File: config.mk
export PLATFORM = sky130hd
export DESIGN_NAME = lztsd_ram
export DESIGN_NICKNAME = d
export VERILOG_FILES = /design/src/hw/rtl/lztsd_ram.sv
export SDC_FILE = /design/constraint.sdc
export NUM_CORES = 2
export LEC_CHECK = 0
export BUFFER_PORTS_ARGS = -buffer_cell sky130_fd_sc_hd__buf_2
export CAP_MARGIN = 15
export CELL_PAD_IN_SITES_DETAIL_PLACEMENT = 1
export CELL_PAD_IN_SITES_GLOBAL_PLACEMENT = 1
export CORE_ASPECT_RATIO = 0.9
export CORE_UTILIZATION = 56
export CTS_BUF_LIST = sky130_fd_sc_hd__clkbuf_8 sky130_fd_sc_hd__clkbuf_16
export DETAILED_ROUTE_END_ITERATION = 10
export MAX_ROUTING_LAYER = met4
export PLACE_DENSITY_LB_ADDON = 0.1
export SYNTH_ARGS = -nofsm -noshare
export SYNTH_HDL_FRONTEND = slang
export SYNTH_SLANG_ARGS = --single-unit
File: constraint.sdc
create_clock -name clk_i -period 3.7 [get_ports clk_i]
set_input_delay 0.74 -clock clk_i [delete_from_list [all_inputs] [get_ports clk_i]]
set_output_delay 0.74 -clock clk_i [all_outputs]
set_load 0.05 [all_outputs]
File: src/hw/rtl/lztsd_ram.sv
// Generic simple dual-port RAM: one write port, one read port, registered read data.
// No dependencies.
module lztsd_ram #(
  parameter int unsigned Width = 8,
  parameter int unsigned Depth = 256,
  localparam int unsigned AddrW = $clog2(Depth)
) (
  input  logic             clk_i,
  input  logic             we_i,
  input  logic [AddrW-1:0] waddr_i,
  input  logic [Width-1:0] wdata_i,
  input  logic             re_i,
  input  logic [AddrW-1:0] raddr_i,
  output logic [Width-1:0] rdata_o
);

  logic [Width-1:0] mem_q [Depth];
  logic [Width-1:0] rdata_q;

  always_ff @(posedge clk_i) begin
    if (we_i) begin
      mem_q[waddr_i] <= wdata_i;
    end
    if (re_i) begin
      rdata_q <= mem_q[raddr_i];
    end
  end

  assign rdata_o = rdata_q;

endmodule

==> results_dict.tcl <==
set metrics [dict create \
    postPlaceCellArea_mm2 0.0846 \
    critPathTopFamily "simple AND/OR/NAND/NOR gates" \
    setup_viol 0 \
    rr_startpoint "mem_q[143][7]" \
    drive_gt1_frac 0.279 \
    cp_slowest_stage_delay_ns 0.88 \
    fin_area_mm2 0.0907 \
    die_area_mm2 0.144 \
    hold_start "re_i" \
    overflow 0 \
    multi_input_area_mm2 0.0165 \
    cts.sink_count 2056 \
    fillers 11283 \
    ctsResizeCount 0 \
    clkTransAtPathRegs_ns 0.06 \
    min_to "rdata_o[6]" \
    worstHoldPathType "in2reg" \
    fin_worst_skew_ns 0.0168 \
    avgSynthCellArea_um2 21.3 \
    finalWeightedCongestion 0.890 \
    max_cap_viol_count 0 \
    worstSetupPathDepth 8 \
    tightest_slew_ns 1.12 \
    cts_buffers 198 \
    syn_nets 3760 \
    die_x_um 400 \
    regArea_mm2 0.0617 \
    syn_area_mm2 0.0796 \
    grt_pass1_wl_mm 305 \
    cpMaxStageDelayCell "nor3_1" \
    fmax_ghz 0.311 \
    cp_common_cell "mux4_2" \
    critical_path_class "in2reg" \
    synth_ff_type "edfxtp_1" \
    post_cts_buffers 0 \
    drv_slew 0 \
    syn_to_final_growth_pct 13.9 \
    synth_edf_count 2056 \
    antenna_found_initial 10 \
    ioPinCount 35 \
    drtAntennaViolNets 0 \
    clk_latency_ns 0.81 \
    nets 4198 \
    cts_buffer_depth 3 \
    first_iter_violations 4717 \
    initial_core_util 0.567 \
    power_density_mw_per_mm2 524 \
    post-route-min-period_ns 3.21 \
    rows 130 \
    r2r_end "rdata_o[7]" \
    rsz0062_at_grt "false" \
    pre_cts_ws_ns -0.328 \
    required_ns 4.20 \
    yosysUniqueCellTypes 54 \
    path_buf_inv 2 \
    wire_per_inst_um 34.2 \
    crit_fanout 12 \
    yosys_warnings 0 \
    synth-seq-cells 2056 \
    outcome "completed" \
    htree_levels 4 \
    netlist_instances 3733 \
    viasPerCell 6.59 \
    yosysSeqAreaShare 0.775 \
    vias 40734 \
    cp-end-kind "flip-flop" \
    wirelength_mm 212 \
    p_leak_nw 29.1 \
    layout_setup_ws_ns 0.488 \
    die_y_um 360 \
    core_mm2 0.140 \
    ir_drop_mv 0.484 \
    cp_cell_sequence "buf_8 -> buf_4 -> mux4_2 -> mux4_2 -> nor2_1 -> a2111oi_2 -> nor3_1 -> nor4_1" \
    place_hpwl_mm 135 \
    cts-hold-fix-buffers 0 \
    port_buffers 34 \
    r2r_cells 6 \
    whs_path_depth 1 \
    finalHoldViolations 0 \
    r2r_slack_ns 0.66 \
    grt_usage 0.309 \
    async_flop_share 0 \
    max_slew_margin 0.249 \
    start_kind "primary input" \
    post-route-drc-count 0 \
    grt_max_degree 123 \
    dr.pass1.iters 8 \
    cts_tree "done" \
    final.period_utilization 0.868 \
    clockRootBuffer "clkbuf_16" \
    crit_arrival_ns 3.71 \
    first_global_vias 42109 \
    report.power.total_mw 47.5 \
]
routing by layer:
layer | vias to the layer above | routed length (um) | GRT usage
met3 | 311 | 18500 | 0.0540
met4 | 0 | 5880 | 0.0858
met1 | 21888 | 84900 | 0.437
li1 | 16573 | - | -
met2 | 1962 | 102000 | 0.470
met5 | - | 0 | -
synthesized netlist by cell type, drive strengths merged, types with 2 or more instances:
| cell | number | area (um2) |
|---|---|---|
| mux2i | 134 | 1340 |
| a211oi | 16 | 120 |
| a22oi | 133 | 998 |
| edfxtp | 2056 | 61700 |
| o21ai | 12 | 60.1 |
| nand4 | 10 | 62.6 |
| a221oi | 14 | 129 |
| a2111oi | 5 | 52.6 |
| o211ai | 10 | 75.1 |
| nand2b | 8 | 50.1 |
| o22a | 5 | 43.8 |
| nand2 | 33 | 124 |
| clkbuf | 111 | 417 |
| a21oi | 96 | 480 |
| o221ai | 47 | 418 |
| nor2b | 31 | 194 |
| mux4 | 456 | 10300 |
| or2 | 4 | 25.0 |
| nand3b | 2 | 15.0 |
| a22o | 8 | 70.1 |
| nor4 | 27 | 188 |
| a31oi | 2 | 12.5 |
| and3b | 2 | 17.5 |
| nor2 | 282 | 1060 |
| and2 | 6 | 37.5 |
| nor3 | 22 | 110 |
| o22ai | 28 | 175 |
| a311oi | 2 | 17.5 |
| nand3 | 34 | 170 |
| buf | 122 | 1030 |
| o32ai | 5 | 51.3 |
layout by cell type (no fill, tap or decap), drive strengths merged, types with 4 or more instances in the layout:
cell and count:
a22oi 133, inv 51, nor4 27, a2111oi 5, o211ai 10, buf 463
mux2i 134, o22a 5, nand3 34, and2 6, nor2b 31, nand2 33
nand4 10, o221ai 47, o32ai 5, clkinv 85, a211oi 16, or2 4
mux4 456, o22ai 28, nor2 282, diode 8, o21ai 12, a221oi 14
nor3 22, edfxtp 2056, nand2b 8, a21oi 96, a22o 8, bufinv 14
clkinvlp 5, clkbuf 213
cell families after synthesis:
logic type / after synthesis / share of synthesized area
DFF: 2056 / 0.775
AOI/OAI and AO/OA: 385 / 0.0342
muxes: 591 / 0.146
and+or+nand+nor: 466 / 0.0263
buffers and inverters: 235 / 0.0183
worst max path at each step:
stage                     from          to  slack (ns)
detailed placement  raddr_i[0]  rdata_o[7]       -0.33
finish              raddr_i[0]  rdata_o[7]        0.49
global placement    raddr_i[0]  rdata_o[4]       -0.48
global route        raddr_i[0]  rdata_o[7]        0.50
floorplan           raddr_i[0]  rdata_o[2]        0.88
CTS                 raddr_i[0]  rdata_o[7]        0.53
area by class of cell:
type                    count  area share
flip-flops and latches   2056       0.680
well taps                1848      0.0255
diodes                      8    0.000221
multi-input cells        1442       0.182
repair buffers            471      0.0445
clock inverters           153      0.0112
clock buffers             205      0.0565
inverters                   2   0.0000827
per-stage QoR:
step           cells  hold WS [ns]  TNS (ns)  utilization
2_1_floorplan   3733         0.839         0            -
3_3_place_gp    5818          1.03    -0.954        0.602
3_5_place_dp    5819          1.10    -0.755        0.602
4_1_cts         6177         0.352         0        0.646
5_1_grt         6185         0.360         0        0.646
6_report        6185         0.407         0        0.646
sequential cells by signal (all words and copies together) (netlist names):
signal   cells
mem_q     2048
rdata_o      8
power breakdown:
part	internal, mW	switching [mW]
Sequential	25.7	0.0323
Combinational	0.871	1.62
Clock	10.9	8.41
(Power assumes the default switching activity.)
