===== config.mk =====
export PLATFORM = sky130hd
export DESIGN_NAME = lztsd_out_buf_flat
export DESIGN_NICKNAME = d
export VERILOG_FILES = /design/src/hw/rtl/lztsd_pkg.sv /design/src/hw/rtl/lztsd_if.sv /design/src/hw/rtl/lztsd_out_buf.sv /design/src/flat_wrapper.sv
export SDC_FILE = /design/constraint.sdc
export NUM_CORES = 1
export LEC_CHECK = 0
export CAP_MARGIN = 40
export CELL_PAD_IN_SITES_DETAIL_PLACEMENT = 1
export CELL_PAD_IN_SITES_GLOBAL_PLACEMENT = 1
export CORE_MARGIN = 3
export CORE_UTILIZATION = 53
export DETAILED_ROUTE_END_ITERATION = 8
export DONT_BUFFER_PORTS = 1
export GPL_TIMING_DRIVEN = 0
export HOLD_SLACK_MARGIN = 0.06
export PLACE_DENSITY = 0.86
export SYNTH_ARGS = -nofsm -noshare
export SYNTH_HDL_FRONTEND = slang
export SYNTH_SLANG_ARGS = --single-unit

===== constraint.sdc =====
create_clock -name clk_i -period 3.3 [get_ports clk_i]
set_input_delay 0.495 -clock clk_i [delete_from_list [all_inputs] [get_ports clk_i]]
set_output_delay 0.495 -clock clk_i [all_outputs]
set_load 0.01 [all_outputs]

===== src/hw/rtl/lztsd_pkg.sv =====
// Shared types and constants of the tag stream decompressor.
// Used by the output buffer and the top level.
package lztsd_pkg;

  // Default history window size in bytes (legal range 2048 to 1048576).
  localparam int unsigned HistoryDepthDflt = 65536;

  // Low two bits of a tag byte.
  localparam logic [1:0] TagLiteral = 2'b00;
  localparam logic [1:0] TagCopy1   = 2'b01;
  localparam logic [1:0] TagCopy2   = 2'b10;
  localparam logic [1:0] TagCopy4   = 2'b11;

  // Inline literal lengths stop below this code; codes from it up count length bytes.
  localparam logic [5:0] LitLenInline = 6'd60;
  // Short copies carry a length of three bits plus this bias.
  localparam logic [6:0] Copy1LenBias = 7'd4;

  typedef enum logic [2:0] {
    ST_TAG,
    ST_LITLEN,
    ST_LITDATA,
    ST_COPYOFF,
    ST_CHECK,
    ST_CP_RD,
    ST_CP_WR
  } state_e;

  typedef struct packed {
    logic [7:0] out_byte;
    logic       out_valid;
    logic       last_of_run;
    logic       copy_error;
    logic       done_res;
  } result_t;

endpackage


===== src/hw/rtl/lztsd_if.sv =====


interface lztsd_out_if;
  logic       valid;
  logic       ready;
  logic [7:0] out_byte;
  logic       out_valid;
  logic       last_of_run;
  logic       copy_error;
  logic       done_res;

  modport source (output valid, output out_byte, output out_valid, output last_of_run,
                  output copy_error, output done_res, input ready);
  modport sink (input valid, input out_byte, input out_valid, input last_of_run,
                input copy_error, input done_res, output ready);
endinterface



===== src/hw/rtl/lztsd_out_buf.sv =====
// Two-entry result queue that drives the output channel of the decompressor.
// Depends on lztsd_pkg (result_t) and lztsd_out_if.
module lztsd_out_buf
  import lztsd_pkg::*;
(
  input  logic    clk_i,
  input  logic    rst_ni,
  input  logic    push_i,
  input  result_t res_i,
  output logic    space_o,
  lztsd_out_if.source out_o
);

  localparam logic [1:0] BufDepth = 2'd2;

  logic [1:0] cnt_q, cnt_d;
  result_t    head_q, tail_q;
  logic       pop;

  assign pop     = (cnt_q != 2'd0) && out_o.ready;
  assign space_o = (cnt_q != BufDepth);

  always_comb begin
    cnt_d = cnt_q;
    if (push_i && !pop) begin
      cnt_d = cnt_q + 2'd1;
    end else if (pop && !push_i) begin
      cnt_d = cnt_q - 2'd1;
    end
  end

  always_ff @(posedge clk_i or negedge rst_ni) begin
    if (!rst_ni) begin
      cnt_q <= 2'd0;
    end else begin
      cnt_q <= cnt_d;
    end
  end

  // The caller pushes only while there is space, so a full queue never takes a beat.
  always_ff @(posedge clk_i) begin
    if (pop) begin
      if (cnt_q == BufDepth) begin
        head_q <= tail_q;
      end else if (push_i) begin
        head_q <= res_i;
      end
    end else if (push_i) begin
      if (cnt_q == 2'd0) begin
        head_q <= res_i;
      end else begin
        tail_q <= res_i;
      end
    end
  end

  assign out_o.valid       = (cnt_q != 2'd0);
  assign out_o.out_byte    = head_q.out_byte;
  assign out_o.out_valid   = head_q.out_valid;
  assign out_o.last_of_run = head_q.last_of_run;
  assign out_o.copy_error  = head_q.copy_error;
  assign out_o.done_res    = head_q.done_res;

endmodule


===== src/flat_wrapper.sv =====
// flat-port wrapper written by rule: the top's interface ports become plain ports
module lztsd_out_buf_flat import lztsd_pkg::*;
  (clk_i, rst_ni, push_i, res_i, space_o, out_o_valid, out_o_out_byte, out_o_out_valid, out_o_last_of_run, out_o_copy_error, out_o_done_res, out_o_ready);
  lztsd_out_if out_o_i ();
  input  logic clk_i;
  input  logic rst_ni;
  input  logic push_i;
  input  result_t res_i;
  output logic space_o;
  output wire logic [$bits(out_o_i.valid)-1:0] out_o_valid;
  output wire logic [$bits(out_o_i.out_byte)-1:0] out_o_out_byte;
  output wire logic [$bits(out_o_i.out_valid)-1:0] out_o_out_valid;
  output wire logic [$bits(out_o_i.last_of_run)-1:0] out_o_last_of_run;
  output wire logic [$bits(out_o_i.copy_error)-1:0] out_o_copy_error;
  output wire logic [$bits(out_o_i.done_res)-1:0] out_o_done_res;
  input wire logic [$bits(out_o_i.ready)-1:0] out_o_ready;
  assign out_o_valid = out_o_i.valid;
  assign out_o_out_byte = out_o_i.out_byte;
  assign out_o_out_valid = out_o_i.out_valid;
  assign out_o_last_of_run = out_o_i.last_of_run;
  assign out_o_copy_error = out_o_i.copy_error;
  assign out_o_done_res = out_o_i.done_res;
  assign out_o_i.ready = out_o_ready;
  lztsd_out_buf u_core (.clk_i(clk_i), .rst_ni(rst_ni), .push_i(push_i), .res_i(res_i), .space_o(space_o), .out_o(out_o_i));
endmodule

==> metrics <==
outcome=completed; H-tree depth=1; largest net degree at the start of global routing=15; Reg2Reg Setup Slack=1720 ps; Min-Delay Path Class=in2reg; RR Startpoint=u_core.cnt_q[1]; initial antenna violation count=0; gpl congestion=0.655; post-cts gate resize count=0; antenna-violating nets left=0; Synth area leader=edfxtp_1; I/O Buffers=0; Mapped Cells=52; fin nets=76; Critical Path RT=2800 ps; max_slew headroom=0.642; R2R depth=3; post-synth top area share=0.678; Synth Area per Inst=20.4 um2; Cell Chain, Critical Path=or2_2; Fillers=153; Lkg Pwr=0.000450 uW; fmax=606 MHz; die height=50.8 um; Worst Slack Setup Final=1650 ps; most frequent cells in the layout=edfxtp_1 (24), mux2_4 (10), clkbuf_4 (3); buffer depth of the longest clock path=2; Initial DRC Count=8; share of cells above drive strength 1=0.345; routed vias=459; pre-CTS setup slack=1710 ps; total negative slack=0 ps; TritonCTS clock tree=built; die area=0.00258 mm2; Post-Route WL=1.52 mm; WP buf/inv=0; number of global-route vias before repair=499; Critical Path End=out_o_valid; Starting Density=0.590; Ys Warns=0; Final period util=0.500; Peak VDD IR=0.400 mV; antenna cells=0; max cap viols=0; CTS Buf Count=3; CTS Root Buffer Type=clkbuf_4; Remaining DRCs=0; crit-path max cell delay=490 ps; critical path type=reg2out; crit path time final=1650 ps; DP HPWL=1.17 mm; post-DR wirelength/cell=18.4 um; RSZ-0062 raised after global routing=false; Skew-Pair Late Insertion Delay=310 ps; Final Hold Fails=0; io pins=30; Worst path slowest cell=dfrtp_1; mapped cell area=0.00106 mm2; Netlist cell types=16; CP startpoint kind=flop; Max Clock Skew=0.885 ps; CP Capture Type=output pin; synthesized flop and latch total=26; reg2reg end=u_core.out_o.out_byte[0]; Die W=50.8 um; crit path launch=u_core.cnt_q[1]; Worst Max-Slew Pin Slew=536 ps; max-slew violation count=0; ranking of synthesized cells by area=edfxtp_1 (68%), mux2_4 (14%), dfrtp_1 (4.7%), mux2_2 (2.1%), nand3b_4 (1.9%); DP Area=0.00110 mm2; TritonRoute pass-1 iters=2; first-pass GRT wire length=2.38 mm; vias per cell=5.53; Seq/Total Area, Yosys=0.726; GRT Overall Usage=0.132; Non-Filler Cell Area, Final=0.00115 mm2; core footprint=0.00180 mm2; Sink Count=26; Synth Net Count=69; P per Cell Area=748 mW/mm2; Clock transition at path regs=130 ps; final number of setup-violating endpoints=0; CP top delay family=flip-flops; CP max FO=5; CP arrival=1150 ps; grt ovf=0; most common cell after layout, fill and taps aside=edfxtp_1; Area Growth Syn to Fin=8.01%; row cnt=15; CP Depth=1
cells in the mapped netlist:
cell / count
xnor2_1: 1
mux2i_1: 1
and3b_1: 1
ha_1: 1
edfxtp_1: 24
or2_2: 1
buf_6: 1
nand2_1: 2
o21ai_0: 1
xor2_1: 2
nor2_1: 1
or2b_1: 1
dfrtp_1: 2
nand3b_4: 1
mux2_2: 2
mux2_4: 10
kinds of logic after synthesis:
kind of cell | count (synthesis) | synth area share
DFF | 26 | 0.726
muxes | 13 | 0.172
AOI/OAI and AO/OA | 1 | 0.00471
adders and majority gates | 1 | 0.0118
xor gates and xnor gates | 3 | 0.0247
buffers and inverters | 1 | 0.0106
and+or+nand+nor | 7 | 0.0507
repair_timing:
action / in CTS / in global routing
endpoints found under the hold margin: 2 / 0
buffers inserted: 0 / 0
hold buffers: 1 / 0
layer usage:
layer  track usage  up-vias  wire [um]
met5             0        -          0
met4        0.0269        0          0
met3        0.0593        0         93
met2         0.250       20        854
met1         0.129      229        576
li1              -      210          -
state kept, by name (all words and copies together) (netlist names):
name and count:
u_core.tail_q 12, u_core.out_o.out_byte 8, u_core.cnt_q 2, u_core.out_o.copy_error 1, u_core.out_o.done_res 1, u_core.out_o.last_of_run 1, u_core.out_o.out_valid 1
area by class of cell:
cell class | count | area (um2) | area share
Timing Repair Buffer | 2 | 17.5 | 0.0153
Tap cell | 25 | 31.3 | 0.0273
Sequential cell | 26 | 771 | 0.672
Clock buffer | 4 | 36.3 | 0.0316
Multi-Input combinational cell | 25 | 280 | 0.244
Buffer | 1 | 11.3 | 0.00981
report_power, final:
part | internal [uW] | switching (uW)
combinational | 101 | 87.0
sequential | 454 | 63.6
clock | 67.4 | 85.4
how the worst min path moves through the flow:
stage,from,slack [ps],end,depth (start not counted)
2_1_floorplan,rst_ni,200,u_core.cnt_q[0],0
3_3_place_gp,rst_ni,200,u_core.cnt_q[0],0
3_5_place_dp,rst_ni,200,u_core.cnt_q[1],0
4_1_cts,res_i[11],260,u_core.tail_q[11],0
5_1_grt,res_i[1],240,u_core.tail_q[1],0
6_report,res_i[1],270,u_core.tail_q[1],0
per-stage QoR:
step | hold slack (ps) | power [uW] | util | cells
floorplan | 199 | 673 | - | 52
global placement | 199 | 700 | 0.607 | 77
detailed placement | 199 | 720 | 0.611 | 78
CTS | 256 | 872 | 0.637 | 83
global route | 235 | 901 | 0.637 | 83
finish | 270 | 858 | 0.637 | 83
Note: power is estimated with default switching activity, not from simulation.
